$ cat src/rtl/qpsd_pkg.sv
// Shared types, byte codes and decode modes for the quoted-printable decoder.
// No dependencies; imported by every module.
`default_nettype none

package qpsd_pkg;

    localparam logic [7:0] QP_EQ    = 8'h3D;
    localparam logic [7:0] QP_CR    = 8'h0D;
    localparam logic [7:0] QP_LF    = 8'h0A;
    localparam logic [7:0] QP_SPACE = 8'h20;

    typedef logic [1:0] t_mode;

    localparam t_mode MODE_IDLE = 2'd0;
    localparam t_mode MODE_ESC  = 2'd1;
    localparam t_mode MODE_HEX1 = 2'd2;
    localparam t_mode MODE_CR   = 2'd3;

    // Outcome of one decode step.
    typedef struct packed {
        logic       emit;
        logic [7:0] value;
        logic       bad;
    } t_step_res;

    // Hex digit value in the low nibble; bit 4 set when not a hex digit.
    function automatic logic [4:0] hex_value(input logic [7:0] b);
        logic [4:0] v;
        v = 5'h10;
        case (b) inside
            [8'h30:8'h39]: v = {1'b0, b[3:0]};
            [8'h41:8'h46],
            [8'h61:8'h66]: v = {1'b0, b[3:0] + 4'd9};
            default:       v = 5'h10;
        endcase
        return v;
    endfunction

endpackage

`default_nettype wire

$ cat src/rtl/qpsd_if.sv
// Stream channels of the quoted-printable decoder: encoded input and decoded output.
// Depends on nothing but the valid/ready handshake convention.
`default_nettype none

interface qpsd_in_if;
    logic       valid;
    logic       ready;
    logic [7:0] data_byte;
    logic       end_of_range;

    modport source (output valid, output data_byte, output end_of_range, input ready);
    modport sink   (input valid, input data_byte, input end_of_range, output ready);
endinterface

interface qpsd_out_if;
    logic       valid;
    logic       ready;
    logic [7:0] decoded_byte;
    logic       malformed;

    modport source (output valid, output decoded_byte, output malformed, input ready);
    modport sink   (input valid, input decoded_byte, input malformed, output ready);
endinterface

`default_nettype wire

$ cat src/rtl/qpsd_decode.sv
// Decode step: mode and held nibble registers plus the per-byte next-state logic.
// Depends on qpsd_pkg.
`default_nettype none

module qpsd_decode
    import qpsd_pkg::*;
(
    input  wire logic       i_clk,
    input  wire logic       i_rst_n,
    input  wire logic       i_take,
    input  wire logic [7:0] i_data,
    input  wire logic       i_end,
    output t_step_res       o_res,
    output t_mode           o_mode
);

    t_mode      r_mode, n_mode;
    logic [3:0] r_nib, n_nib;
    logic [4:0] hv;
    logic       plain;

    always_comb begin
        hv     = hex_value(i_data);
        n_mode = r_mode;
        n_nib  = r_nib;
        plain  = 1'b0;
        o_res  = '{emit: 1'b0, value: QP_SPACE, bad: 1'b1};
        case (r_mode)
            MODE_ESC: begin
                if (i_data == QP_CR || i_data == QP_LF) begin
                    if (i_end) begin
                        n_mode     = MODE_IDLE;
                        o_res.emit = 1'b1;
                    end else begin
                        n_mode = (i_data == QP_CR) ? MODE_CR : MODE_IDLE;
                    end
                end else if (hv[4] || i_end) begin
                    n_mode     = MODE_IDLE;
                    o_res.emit = 1'b1;
                end else begin
                    n_nib  = hv[3:0];
                    n_mode = MODE_HEX1;
                end
            end
            MODE_HEX1: begin
                n_mode     = MODE_IDLE;
                o_res.emit = 1'b1;
                if (!hv[4]) begin
                    o_res.value = {r_nib, hv[3:0]};
                    o_res.bad   = 1'b0;
                end
            end
            MODE_CR: begin
                if (i_data == QP_LF) begin
                    n_mode     = MODE_IDLE;
                    o_res.emit = i_end;
                end else begin
                    plain = 1'b1;
                end
            end
            default: plain = 1'b1;
        endcase

        // ordinary byte, the start of a new escape, or a lone '=' on the last beat of a range
        if (plain) begin
            n_mode = MODE_IDLE;
            if (i_data != QP_EQ) begin
                o_res = '{emit: 1'b1, value: i_data, bad: 1'b0};
            end else if (i_end) begin
                o_res.emit = 1'b1;
            end else begin
                n_mode = MODE_ESC;
            end
        end
    end

    always_ff @(posedge i_clk) begin
        if (!i_rst_n) begin
            r_mode <= MODE_IDLE;
            r_nib  <= 4'd0;
        end else if (i_take) begin
            r_mode <= n_mode;
            r_nib  <= n_nib;
        end
    end

    assign o_mode = r_mode;

endmodule

`default_nettype wire

$ cat src/rtl/quoted_printable_stream_decoder_top.sv
// Quoted-printable stream decoder: input register, decode step, result register.
// An accepted byte is held in the input register, and its decode result in the result register.
// Throughput: one byte per cycle while the output is not stalled; set by the single
// decode step between the two registers, whose mode register is updated once per byte.
// Reset: synchronous, active low; empties both registers and returns the mode to idle.
// Depends on qpsd_pkg, qpsd_if and qpsd_decode.
`default_nettype none

module quoted_printable_stream_decoder_top
    import qpsd_pkg::*;
(
    input  wire logic    i_clk,
    input  wire logic    i_rst_n,
    qpsd_in_if.sink      i_qp,
    qpsd_out_if.source   o_qp
);

    logic       r_in_valid;
    logic [7:0] r_in_data;
    logic       r_in_end;
    logic       r_out_valid;
    logic [7:0] r_out_data;
    logic       r_out_bad;
    logic       adv;
    t_step_res  res;
    t_mode      mode;

    // advance the held beat whenever the result register is free or draining
    assign adv        = r_in_valid && (!r_out_valid || o_qp.ready);
    assign i_qp.ready = !r_in_valid || adv;

    qpsd_decode u_decode (
        .i_clk  (i_clk),
        .i_rst_n(i_rst_n),
        .i_take (adv),
        .i_data (r_in_data),
        .i_end  (r_in_end),
        .o_res  (res),
        .o_mode (mode)
    );

    always_ff @(posedge i_clk) begin
        if (!i_rst_n) begin
            r_in_valid <= 1'b0;
        end else if (i_qp.ready) begin
            r_in_valid <= i_qp.valid;
        end
    end

    always_ff @(posedge i_clk) begin
        if (i_qp.valid && i_qp.ready) begin
            r_in_data <= i_qp.data_byte;
            r_in_end  <= i_qp.end_of_range;
        end
    end

    always_ff @(posedge i_clk) begin
        if (!i_rst_n) begin
            r_out_valid <= 1'b0;
        end else if (adv) begin
            r_out_valid <= res.emit;
        end else if (o_qp.ready) begin
            r_out_valid <= 1'b0;
        end
    end

    always_ff @(posedge i_clk) begin
        if (adv && res.emit) begin
            r_out_data <= res.value;
            r_out_bad  <= res.bad;
        end
    end

    assign o_qp.valid        = r_out_valid;
    assign o_qp.decoded_byte = r_out_data;
    assign o_qp.malformed    = r_out_bad;

    a_end_idle: assert property (@(posedge i_clk) disable iff (!i_rst_n)
        (adv && r_in_end) |=> (mode == MODE_IDLE))
        else $error("mode not idle after last beat of range");

    a_bad_space: assert property (@(posedge i_clk) disable iff (!i_rst_n)
        (r_out_valid && r_out_bad) |-> (r_out_data == QP_SPACE))
        else $error("malformed result is not a space");

    a_in_hold: assert property (@(posedge i_clk) disable iff (!i_rst_n)
        (r_in_valid && !adv) |=> (r_in_valid && $stable(r_in_data) && $stable(r_in_end)))
        else $error("held input beat lost or overwritten");

    a_out_hold: assert property (@(posedge i_clk) disable iff (!i_rst_n)
        (r_out_valid && !o_qp.ready) |=> (r_out_valid && $stable(r_out_data)))
        else $error("stalled result dropped");

endmodule

`default_nettype wire
$ cat src/flat_wrapper.sv
// flat-port wrapper written by rule: the top's interface ports become plain ports
module quoted_printable_stream_decoder_top_flat import qpsd_pkg::*;
  (i_clk, i_rst_n, i_qp_valid, i_qp_data_byte, i_qp_end_of_range, i_qp_ready, o_qp_valid, o_qp_decoded_byte, o_qp_malformed, o_qp_ready);
  qpsd_in_if i_qp_i ();
  qpsd_out_if o_qp_i ();
  input  wire logic i_clk;
  input  wire logic i_rst_n;
  input wire logic [$bits(i_qp_i.valid)-1:0] i_qp_valid;
  input wire logic [$bits(i_qp_i.data_byte)-1:0] i_qp_data_byte;
  input wire logic [$bits(i_qp_i.end_of_range)-1:0] i_qp_end_of_range;
  output wire logic [$bits(i_qp_i.ready)-1:0] i_qp_ready;
  output wire logic [$bits(o_qp_i.valid)-1:0] o_qp_valid;
  output wire logic [$bits(o_qp_i.decoded_byte)-1:0] o_qp_decoded_byte;
  output wire logic [$bits(o_qp_i.malformed)-1:0] o_qp_malformed;
  input wire logic [$bits(o_qp_i.ready)-1:0] o_qp_ready;
  assign i_qp_i.valid = i_qp_valid;
  assign i_qp_i.data_byte = i_qp_data_byte;
  assign i_qp_i.end_of_range = i_qp_end_of_range;
  assign i_qp_ready = i_qp_i.ready;
  assign o_qp_valid = o_qp_i.valid;
  assign o_qp_decoded_byte = o_qp_i.decoded_byte;
  assign o_qp_malformed = o_qp_i.malformed;
  assign o_qp_i.ready = o_qp_ready;
  quoted_printable_stream_decoder_top u_core (.i_clk(i_clk), .i_rst_n(i_rst_n), .i_qp(i_qp_i), .o_qp(o_qp_i));
endmodule
$ cat config.mk
export PLATFORM = sky130hd
export DESIGN_NAME = quoted_printable_stream_decoder_top_flat
export DESIGN_NICKNAME = d
export VERILOG_FILES = /design/src/rtl/qpsd_pkg.sv /design/src/rtl/qpsd_if.sv /design/src/rtl/qpsd_decode.sv /design/src/rtl/quoted_printable_stream_decoder_top.sv /design/src/flat_wrapper.sv
export SDC_FILE = /design/constraint.sdc
export NUM_CORES = 1
export LEC_CHECK = 0
export ABC_AREA = 1
export BUFFER_PORTS_ARGS = -buffer_cell sky130_fd_sc_hd__buf_2
export CAP_MARGIN = 20
export CORE_ASPECT_RATIO = 0.7
export CORE_MARGIN = 4
export CORE_UTILIZATION = 50
export DETAILED_ROUTE_END_ITERATION = 16
export GPL_TIMING_DRIVEN = 0
export HOLD_SLACK_MARGIN = 0.08
export PLACE_DENSITY = 0.72
export SETUP_SLACK_MARGIN = 0.5
export SYNTH_ARGS = -nofsm -noshare
export SYNTH_HDL_FRONTEND = slang
export SYNTH_HIERARCHICAL = 1
export SYNTH_SLANG_ARGS = --single-unit
$ cat constraint.sdc
create_clock -name i_clk -period 2.57 [get_ports i_clk]
set_input_delay 0.257 -clock i_clk [delete_from_list [all_inputs] [get_ports i_clk]]
set_output_delay 0.257 -clock i_clk [all_outputs]
set_load 0.005 [all_outputs]
# Word-level counts from Yosys, hierarchy flattened
# Index checks and enable logic that the tools add are counted.
[totals]
reg_bits = 26
inputBits = 13
out_inout_bits = 11
elab_cells = 68
[op_classes]
add_sub_neg = 1
n_lt_le_gt_ge = 6
eq_ne = 7
n_mux = 26
bitwise_logic = 2
n_reduce_logical = 18
[op_table]
columns = ["op", "n"]
rows = [
  ["$mux W9", 3],
  ["$eq A8 B4 Y1 const B", 2],
  ["$ge A8 B7 Y1 const B", 2],
  ["$le A8 B7 Y1 const B", 2],
  ["$mux W2", 6],
  ["$mux W1", 11],
  ["$mux W10", 1],
  ["$mux W5", 2],
  ["$ge A8 B6 Y1 const B", 1],
  ["$le A8 B6 Y1 const B", 1],
  ["$ne A8 B6 Y1 const B", 1],
  ["$logic_and A1 B1 Y1", 6],
  ["$pmux W2 S3", 1],
  ["$add A4 B4 Y4 const B", 1],
  ["$eq A2 B2 Y1 const B", 2],
  ["$logic_or A1 B1 Y1", 4],
  ["$reduce_and A4 Y1", 1],
  ["$reduce_bool A4 Y1", 1],
  ["$reduce_or A2 Y1", 2],
  ["$ne A3 B3 Y1 const B", 1],
  ["$pmux W1 S3", 1],
  ["$reduce_and A3 Y1", 1],
  ["$eq A2 B1 Y1 const B", 1],
  ["$logic_not A1 Y1", 2],
  ["other kinds (3)", 4],
]

# Logic depth before layout (Yosys ltp)
# Gate-level depths: netlist of run 1.
[logic_depth]
depth_word = 13
depth_mapped = 15
depth_no_buf = 15

# Cells and area by module
# Netlist of run 1, hierarchy kept.
[by_module_without_submodules]
columns = ["mod", "instances", "cells_each", "area_per_inst_um2", "seq_area_each_um2"]
rows = [
  ["qpsd_decode", 1, 134, 815.8, 120.1],
  ["quoted_printable_stream_decoder_top", 1, 35, 648.1, 580.6],
]

# Least setup slack after synthesis of run 1
# Ideal clock, no wire load.
[synth_timing]
path_type = "register to register"
startpoint = "register u_core.r_in_data[0]"
endpoint = "register u_core.r_out_data[0], in the netlist u_core/o_qp.decoded_byte[0], enable pin"
setup_ns = 0.387
t_arrival_ns = 2.059
required_ns = 2.183
slack_ns = 0.124
path_stages_with_launch = 13
path_buffers = 0
synth_period_minus_slack_ns = 2.446
path_cell_list = "edfxtp_1 inv_1 ha_1 nand3_2 nor2_2 nand2_2 o21ai_0 inv_1 nand2_1 nand2_1 nand2_1 inv_1 nor3_1"
[synth_rtl]
columns = ["element", "line_no", "source"]
rows = [
  ["start, declared", "quoted_printable_stream_decoder_top.sv:19", "logic [7:0] r_in_data;"],
  ["start signal, assigned", "quoted_printable_stream_decoder_top.sv:52", "r_in_data <= i_qp.data_byte;"],
  ["end signal, assigned", "quoted_printable_stream_decoder_top.sv:69", "r_out_data <= res.value;"],
  ["end, declared", "quoted_printable_stream_decoder_top.sv:22", "logic [7:0] r_out_data;"],
]

==> results of run 1 <==
cell usage after synthesis:
master                     instances  share of area [%]
sky130_fd_sc_hd__nor3_1            1               0.34
sky130_fd_sc_hd__dfxtp_1           8                 11
sky130_fd_sc_hd__a21boi_0          1               0.51
sky130_fd_sc_hd__nor2_4            1               0.77
sky130_fd_sc_hd__nand3_4           2                2.4
sky130_fd_sc_hd__nor2_2            2               0.85
sky130_fd_sc_hd__and2b_2           1               0.60
sky130_fd_sc_hd__xnor2_1           1               0.60
sky130_fd_sc_hd__inv_1            32                8.2
sky130_fd_sc_hd__ha_1              8                6.8
sky130_fd_sc_hd__inv_2             2               0.51
sky130_fd_sc_hd__nand2_2           3                1.3
sky130_fd_sc_hd__a21boi_2          1               0.77
sky130_fd_sc_hd__o21ai_1           1               0.34
sky130_fd_sc_hd__nor2_1           12                3.1
sky130_fd_sc_hd__o22ai_1           3                1.3
sky130_fd_sc_hd__nand2_4           2                1.5
sky130_fd_sc_hd__nand2_1          39                 10
sky130_fd_sc_hd__o21ai_0           8                2.7
sky130_fd_sc_hd__nand3b_1          1               0.51
sky130_fd_sc_hd__edfxtp_1         18                 37
sky130_fd_sc_hd__a21oi_1           6                2.1
sky130_fd_sc_hd__nand3_1           9                3.1
sky130_fd_sc_hd__o21ai_2           2                1.2
sky130_fd_sc_hd__nand3_2           2                1.4
sky130_fd_sc_hd__nand4_1           3                1.3
power groups by stage:
stage / Sequential (mW) / Combinational, mW / Clock [mW]
after floorplan: 0.492 / 0.0618 / 0
after global placement: 0.492 / 0.0921 / 0
after detailed placement: 0.493 / 0.0951 / 0
after CTS: 0.483 / 0.104 / 0.337
after global routing: 0.485 / 0.120 / 0.356
final: 0.482 / 0.106 / 0.328
cell type report:
type	count	area, sq um
Clock buffer	3	41.3
Multi-Input combinational cell	109	658
Inverter	34	128
Clock inverter	1	30.0
Timing Repair Buffer	28	165
Sequential cell	26	701
Tap cell	36	45.0
Fill cell	238	1030
path summary, 6_finish.rpt:
check	endpoint	slack [ns]	from	cells past startpoint
setup / recovery	u_core/o_qp.decoded_byte[7]	0.55	u_core/r_in_data[0]	13
setup reg to reg	u_core/o_qp.decoded_byte[7]	0.55	u_core/r_in_data[0]	13
hold reg to reg	u_core/u_decode/r_nib[3]	0.46	u_core/u_decode/r_nib[3]	2
hold / removal	u_core/r_in_end	0.17	i_qp_end_of_range	1
state kept, by name, indices dropped and copies added (netlist names):
register / cells
u_core/o_qp.valid: 1
u_core/r_in_end: 1
u_core/r_in_valid: 1
u_core/u_decode/r_nib: 4
u_core/o_qp.decoded_byte: 8
u_core/r_in_data: 8
u_core/u_decode/o_mode: 2
u_core/o_qp.malformed: 1
cells by family after synthesis:
| group | synth area share (%) |
|---|---|
| adder cells (fa/ha/maj) | 6.84 |
| flip-flops | 47.9 |
| buffers and inverters | 8.72 |
| XOR/XNOR | 0.598 |
| AND/OR/NAND/NOR | 27.1 |
| AO/OA/AOI/OAI | 8.89 |
what timing repair did:
item | 4_1_cts | 5_1_grt
setup buffers | 3 | 2
gates resized for setup | 4 | 2
endpoints found under the setup margin | 9 | 9
pin swaps | 1 | 0
per-layer routing:
layer	track usage, %	up-vias	share of wire (%)
met3	4.55	2	7.7
li1	-	609	-
met5	0	-	0
met4	1.84	0	0.52
met2	25.0	36	46
met1	20.6	535	46
==> summary.md, run 1 <==
Wire length of the first global-routing pass: 4.53 mm. The number of antenna diodes in the final layout is 0. The run gives 35.8% as the fraction of power consumed by the clock network. After global routing the overflow that remains totals 0. The run gives 1 as the deepest level of the CTS H-tree.

STA classifies the critical path endpoint as a flop. The number of placed instances, taps included was 228. Ratio of total power to cell area: 519 nW/um^2. For this run, the register share of the synthesized area comes to 47.9%.

CTS saw 26 sinks. During synthesis, Yosys emitted a total of 6 warnings. No sink is reached through more buffers than the 2 on the longest clock path. Global routing used 15.3% of the available tracks. The flow ran to the end, and the final reports show no timing, DRC or antenna violations. Maximum net fanout on the critical path: 9. The part of the total power dissipated in combinational logic was 11.6%; the final design area excluding fillers was 1770 sq um. The routed layout has 1182 vias. The most numerous cell type found on the critical path is sky130_fd_sc_hd__nand2_1. The tool flagged a number of max-cap violations equal to 0.

The floorplan has 16 rows. The insertion delay of the later-clocked pin in the worst-skew pair is 0.27 ns. For this run, the slowest stage of the critical path takes 0.43 ns. Dividing the detail-routed wire length by the instance count gives 11.3 um. The tools report the endpoint required time on the critical path as 2.57 ns. Wires add up to 2.69 mm. The die covers 3870 sq um.

Setup repair after global routing could not meet its margin everywhere. The logs give 26 for the distinct cell type count after synthesis and 0.917 mW for the total power after layout. Dividing the synthesized area by the synthesized cell count gives 8.66 sq um. Once placement finished, the instance area stood at 1640 sq um.

For the final routed database, the setup TNS stands at 0 ns. The tools report the launching element type of the critical path as a flop. On the critical path the largest part of the delay comes from simple AND/OR/NAND/NOR gates. On the final layout, the worst hold slack is 0.167 ns.

Buffers inserted during clock tree synthesis total 3. The tools report the detailed-route DRC error count as 0. The leading cell type in the layout, fill and taps excluded is sky130_fd_sc_hd__nand2_1. The highest-delay cell along the critical path is sky130_fd_sc_hd__edfxtp_1.

Headroom to the max-slew limit came out at 79.4%. The final number of max-transition violations is 0, and the net switching fraction of the power is 21.0%. The via count of the first global-routing pass was 1027.

For the pin with the worst max-slew slack, the measured transition is 0.309 ns. For the final net count, the log shows 223. The congestion estimate from routability-driven global placement came to 0.883.

The clock transition at the registers of the reported paths is 0.09 ns, and the number of nets produced by synthesis is 190. The number of hold-slack violations in the final timing report is 0, and the number of I/O port buffers is 23. For this run, the number of standard cells in the final layout without fillers is 237. The analysis attributes to net switching a power of 0.192 mW.

The routed design could run at a clock period as short as 2.02 ns. The tools report the worst clock skew on the final layout as 0.00863 ns. IR analysis of the VDD net gives a maximum drop of 0.581 mV. Vias per cell: 4.99. The signal on the critical path passes through inv_2 -> ha_1 -> nand3_2 -> nor2_4 -> nand2_2 -> o21ai_1 -> inv_1 -> nand2_1 -> nand2_1 -> nand2_1 -> inv_1 -> nor3_4 -> buf_12.

The cell area after technology mapping was 1460 sq um; the area growth from synthesis to final layout was 20.8%. For the cell count after synthesis, the log shows 169. In the post-route analysis, the smallest setup slack over all paths is 0.550 ns. The layout cell share with drive strength beyond 1 was 26.9%. The worst min-delay path class was in -> reg. The total internal power was 0.725 mW; the count of hold-fix buffers inserted at cts was 0. The vertical die dimension works out to 53.3 um. Leaving out fill and tap cells, the most frequent cells in the layout are 39 x sky130_fd_sc_hd__nand2_1, 31 x sky130_fd_sc_hd__inv_1, 23 x sky130_fd_sc_hd__buf_2. For this configuration, the core starts out at a cell density of 52.2%. Buffer cell driving the clock tree root: sky130_fd_sc_hd__clkbuf_8. The iteration-0 DRC count of the detailed router was 126.

In this run, synthesis produced a sequential element count of 26. The count of nets left with antenna violations once routing finished came out at 0. The fraction of the core area covered by cells at the end of the flow came out at 63.1%. Measured along the x axis, the die boundary spans 72.7 um. The run gives 0 as the final count of negative-setup-slack endpoints. The standby leakage power was 0.845 nW. The logs give 0 for the number of antenna violations at the first check in global routing and 4 for the first-pass detailed-route iteration total. The number of top-level pins came out at 24. Data arrives at the worst endpoint at 2.02 ns. The portion of total power attributed to sequential cells is 52.6%, and the fraction of the cycle the final worst path needs is 78.6%.

The pin count of the biggest net entering global routing is 16, and the detailed placer's ending HPWL is 2.19 mm. The total buffers and inverters traversed by the critical path is 4. TritonCTS built the clock tree. The core box area came out at 2800 sq um.

Pre-CTS worst setup slack: 0.226 ns. The worst setup path is of the reg -> reg kind. Static timing analysis puts the maximum clock frequency at 0.495 GHz.
Note: power is estimated with default switching activity, not from simulation.
==> run 2, diff against run 1 <==
--- a/config.mk
+++ b/config.mk
@@ -5,7 +5,7 @@
 export SDC_FILE = /design/constraint.sdc
 export NUM_CORES = 1
 export LEC_CHECK = 0
-export ABC_AREA = 1
+export ABC_AREA = 0
 export BUFFER_PORTS_ARGS = -buffer_cell sky130_fd_sc_hd__buf_2
 export CAP_MARGIN = 20
 export CORE_ASPECT_RATIO = 0.7
@@ -14,7 +14,7 @@
 export DETAILED_ROUTE_END_ITERATION = 16
 export GPL_TIMING_DRIVEN = 0
 export HOLD_SLACK_MARGIN = 0.08
-export PLACE_DENSITY = 0.72
+export PLACE_DENSITY = 0.69
 export SETUP_SLACK_MARGIN = 0.5
 export SYNTH_ARGS = -nofsm -noshare
 export SYNTH_HDL_FRONTEND = slang
==> constraint.sdc (replaced) <==
create_clock -name i_clk -period 1.9 [get_ports i_clk]
set_input_delay 0.19 -clock i_clk [delete_from_list [all_inputs] [get_ports i_clk]]
set_output_delay 0.19 -clock i_clk [all_outputs]
set_load 0.005 [all_outputs]
==> summary.md, run 2 <==
The post-synthesis register bit count is 26 (unchanged). Setup slack of the critical path after layout: -0.442 ns (-0.991 ns). The main flop type after synthesis is sky130_fd_sc_hd__edfxtp_1. The final reports fail on negative setup slack. Relative to the synthesized area, the layout overhead comes to 47.6%. The layout cell share with drive strength beyond 1 is 54.0% (+27 points). The horizontal die dimension is 74.8 um (+3.0%). The synthesized design spends more area on one cell type than any other, namely sky130_fd_sc_hd__edfxtp_1. For the final net count, the log shows 222 (-0.45%).

The fraction of the cycle the final worst path needs works out to 123% (+45 points). The logs give 1 (unchanged) for the deepest level of the CTS H-tree and 24 (unchanged) for the number of top-level pins. The initial core utilization came out at 54.2% (+2.0 points).

The iteration-0 DRC count of the detailed router was 214 (+70%); the CTS buffer count was 3 (unchanged). The worst clock skew on the final layout is 0.00476 ns (-0.00387 ns), and the multiplexer area fraction after synthesis is 0% (unchanged). After synthesis, the most frequently instantiated cells are 18 x sky130_fd_sc_hd__edfxtp_1, 9 x sky130_fd_sc_hd__inv_1, 8 x sky130_fd_sc_hd__dfxtp_1, 8 x sky130_fd_sc_hd__ha_1, 8 x sky130_fd_sc_hd__nand2_1.

The tools report the cell count after synthesis as 141 (-17%). Yosys instantiated no cell more often than sky130_fd_sc_hd__edfxtp_1. Average wire per cell in the routed design: 21.8 um (+92%). The worst setup path is captured at a flop. The remaining global-route overflow was 0 (unchanged); the core box area was 2880 sq um (+2.9%). The tools report the wire length of the first global-routing pass as 6.82 mm (+51%).

The area fraction in compound gates after synthesis was 22.1% (+13 points); the fraction of the core area covered by cells at the end of the flow was 80.0% (+17 points). TritonCTS built the clock tree. Leaving out fill and tap cells, the most frequent cell in the layout is sky130_fd_sc_hd__buf_2. The origin of the critical flop-to-flop path was u_core/r_in_data[1]. Basic-gate share of the synthesized area counting and, or, nand and nor cells: 23.4% (-3.7 points).

The largest buffer count on any clock path is 2 (unchanged). The number of antenna repair diodes is 0 (unchanged). The signal on the critical path passes through inv_2 -> ha_4 -> o21ba_2 -> o21ai_1 -> a21oi_2 -> o311ai_2 -> nand2_2 -> nor2_4. The distinct cell type count after synthesis was 54 (+110%); the post-route setup TNS was -5.93 ns (-5.93 ns).

The proportion of synthesized flip-flops having asynchronous set or reset works out to 0% (unchanged). The pin count of the biggest net entering global routing is 16 (unchanged). The run gives 0.427 GHz (-14%) as the achievable frequency. The run gives 1.33 mW (+45%) as the total power after layout.

The largest incremental delay on the critical path was 0.45 ns (+0.02 ns). Setup repair after global routing could not meet its margin everywhere. The arrival time at the worst endpoint was 2.32 ns (+0.30 ns). The tools report the via count of the first global-routing pass as 1358 (+32%). The endpoint required time on the critical path was 1.88 ns (-0.69 ns). The total buffers and inverters traversed by the critical path was 1 (-3); the post-synthesis share of cell area spent on xor and xnor gates was 0% (-0.60 points). The worst setup path is launched from a flop.

The flow ran to the end, but the final reports show violations. For the final count of negative-setup-slack endpoints, the log shows 22 (+22). The insertion delay of the later-clocked pin in the worst-skew pair was 0.27 ns (about the same). The tools report the number of warning messages in the yosys log as 6 (unchanged). The detailed placer's ending HPWL is 2.83 mm (+29%).

The transition time at the pin with the least slew margin came out at 0.505 ns (+0.196 ns). The via total after detailed routing came out at 1590 (+35%). By area, the combinational part of the netlist is dominated by simple AND/OR/NAND/NOR gates. The vertical die dimension is 54.8 um (+2.8%).

The maximum net fanout on the critical path was 6 (-3). Standby leakage power: 0.861 nW (+1.9%). The number of I/O port buffers is 23 (unchanged), and the per-instance average area after synthesis is 11.1 sq um (+28%). For the relative slew slack, the log shows 66.1% (-13 points). In the layout the commonest cells are 24 x sky130_fd_sc_hd__buf_2, 19 x sky130_fd_sc_hd__buf_4, 18 x sky130_fd_sc_hd__edfxtp_1. Buffer cell driving the clock tree root: sky130_fd_sc_hd__clkbuf_8. The final period demand of the worst path was 2.34 ns (+0.321 ns). The cell area after technology mapping was 1560 sq um (+6.8%).

Post-route antenna net violation count: 0 (unchanged). The global placer's final weighted congestion is 1.03 (+17%). Portion of synthesized cell area occupied by the leading cell type: 34.6% (-2.3 points). The tools report the launch point of the critical path as u_core/r_in_data[1].

Number of hold-slack violations in the final timing report: 0 (unchanged). The number of nets produced by synthesis is 162 (-15%), and the overall fraction of global-route tracks in use is 22.9% (+7.6 points). The clock transition at the registers of the reported paths came out at 0.09 ns (about the same).

The dominant delay contributor by cell family on the critical path is compound AO/OA/AOI/OAI gates. The critical path is of the reg -> reg type. The number of clock sinks is 26 (unchanged), and the adder and majority cell fraction of the synthesized area is 6.41% (-0.43 points). The ratio of total power to cell area works out to 575 nW/um^2 (+11%).

The cell row count is 16 (unchanged), and the vias per cell is 6.74 (+35%). In the post-synthesis netlist, the biggest area contributors are sky130_fd_sc_hd__edfxtp_1 35%, sky130_fd_sc_hd__dfxtp_1 10%, sky130_fd_sc_hd__ha_1 6.4%. The tools report the worst supply voltage drop on vdd as 0.570 mV (-2.0%).

Number of antenna violations at the first check in global routing: 0 (unchanged). Startpoint of the most critical hold path: i_qp_data_byte[1]. The logs give 4100 sq um (+5.9%) for the floorplan die area and 0 (unchanged) for the number of maximum-capacitance violations. The first-pass detailed-route iteration total is 4 (unchanged), and the total wirelength of the detailed-routed design is 5.14 mm (+92%).

The run gives 0 (unchanged) as the detailed-route DRC error count. The slowest stage of the critical path belongs to the cell sky130_fd_sc_hd__edfxtp_1. Sequential cell area fraction in the yosys report: 44.8% (-3.0 points). The worst min-delay path class is in -> reg. The run gives 0 (unchanged) as the final number of max-transition violations. The number of enable-type register cells in the synthesized netlist came out at 18 (unchanged).
run 2: cell count changes after synthesis, moves of 4 or more:
| cell | before | now |
|---|---|---|
| sky130_fd_sc_hd__a211oi_1 | 0 | 4 |
| sky130_fd_sc_hd__a22o_1 | 0 | 5 |
| sky130_fd_sc_hd__inv_1 | 32 | 9 |
| sky130_fd_sc_hd__nand2_1 | 39 | 8 |
| sky130_fd_sc_hd__nand3_1 | 9 | 3 |
| sky130_fd_sc_hd__nor2_1 | 12 | 5 |
run 2: final timing paths:
check	depth (start not counted)	slack (ns)	end
max reg2reg	8	-0.44	u_core/o_qp.decoded_byte[5]
max	8	-0.44	u_core/o_qp.decoded_byte[5]
min	1	0.08	u_core/r_in_data[1]
min reg2reg	1	0.53	u_core/u_decode/o_mode[0]
run 2: what timing repair did:
action	4_1_cts	5_1_grt
pin swaps	11	15
cloned	1	0
buffers inserted	16	13
resized for setup	17	32
endpoints found under the hold margin	0	2
setup endpoints to repair	34	34
hold buffers	0	2
run 2: layout make-up:
class                           count  area [sq um]
Multi-Input combinational cell    103          1040
Sequential cell                    26           702
Fill cell                         174           576
Timing Repair Buffer               54           390
Tap cell                           36          45.0
Clock buffer                        3          41.3
Inverter                            9          33.8
Clock inverter                      1          30.0
Buffer                              4          21.3
run 2: stage by stage:
stage / instances / hold WS [ns] / area [sq um] / worst slack, ns
finish: 236 / 0.0826 / 2310 / -0.442
global route: 236 / 0.0776 / 2310 / -0.461
CTS: 221 / 0.0808 / 2040 / -0.346
detailed placement: 200 / 0.368 / 1780 / -0.637
global placement: 200 / 0.367 / 1780 / -0.614
floorplan: 141 / 0.289 / 1620 / -0.290
run 2: cells by family (layout without fill, tap and decap cells):
logic type | count (synthesis) | count (layout)
adders and majority gates | 8 | 8
AOI/OAI and AO/OA | 45 | 45
DFF | 26 | 26
and+or+nand+nor | 49 | 50
buffers and inverters | 13 | 71
run 2: report_power, final:
| part | internal, mW | switching [mW] | total [mW] | leakage [nW] |
|---|---|---|---|---|
| clock network | 0.282 | 0.182 | 0.464 | 0.0357 |
| registers | 0.632 | 0.0227 | 0.654 | 0.239 |
| logic | 0.0989 | 0.110 | 0.209 | 0.587 |
| total | 1.01 | 0.315 | 1.33 | 0.861 |
run 2: per-layer routing:
metal  up-vias  global-route usage, %  wire (um)
met2       132                   38.0       2450
met3        34                   5.32        549
met5         -                      0          0
met4         0                   6.80        199
met1       748                   29.9       1950
li1        676                      -          -
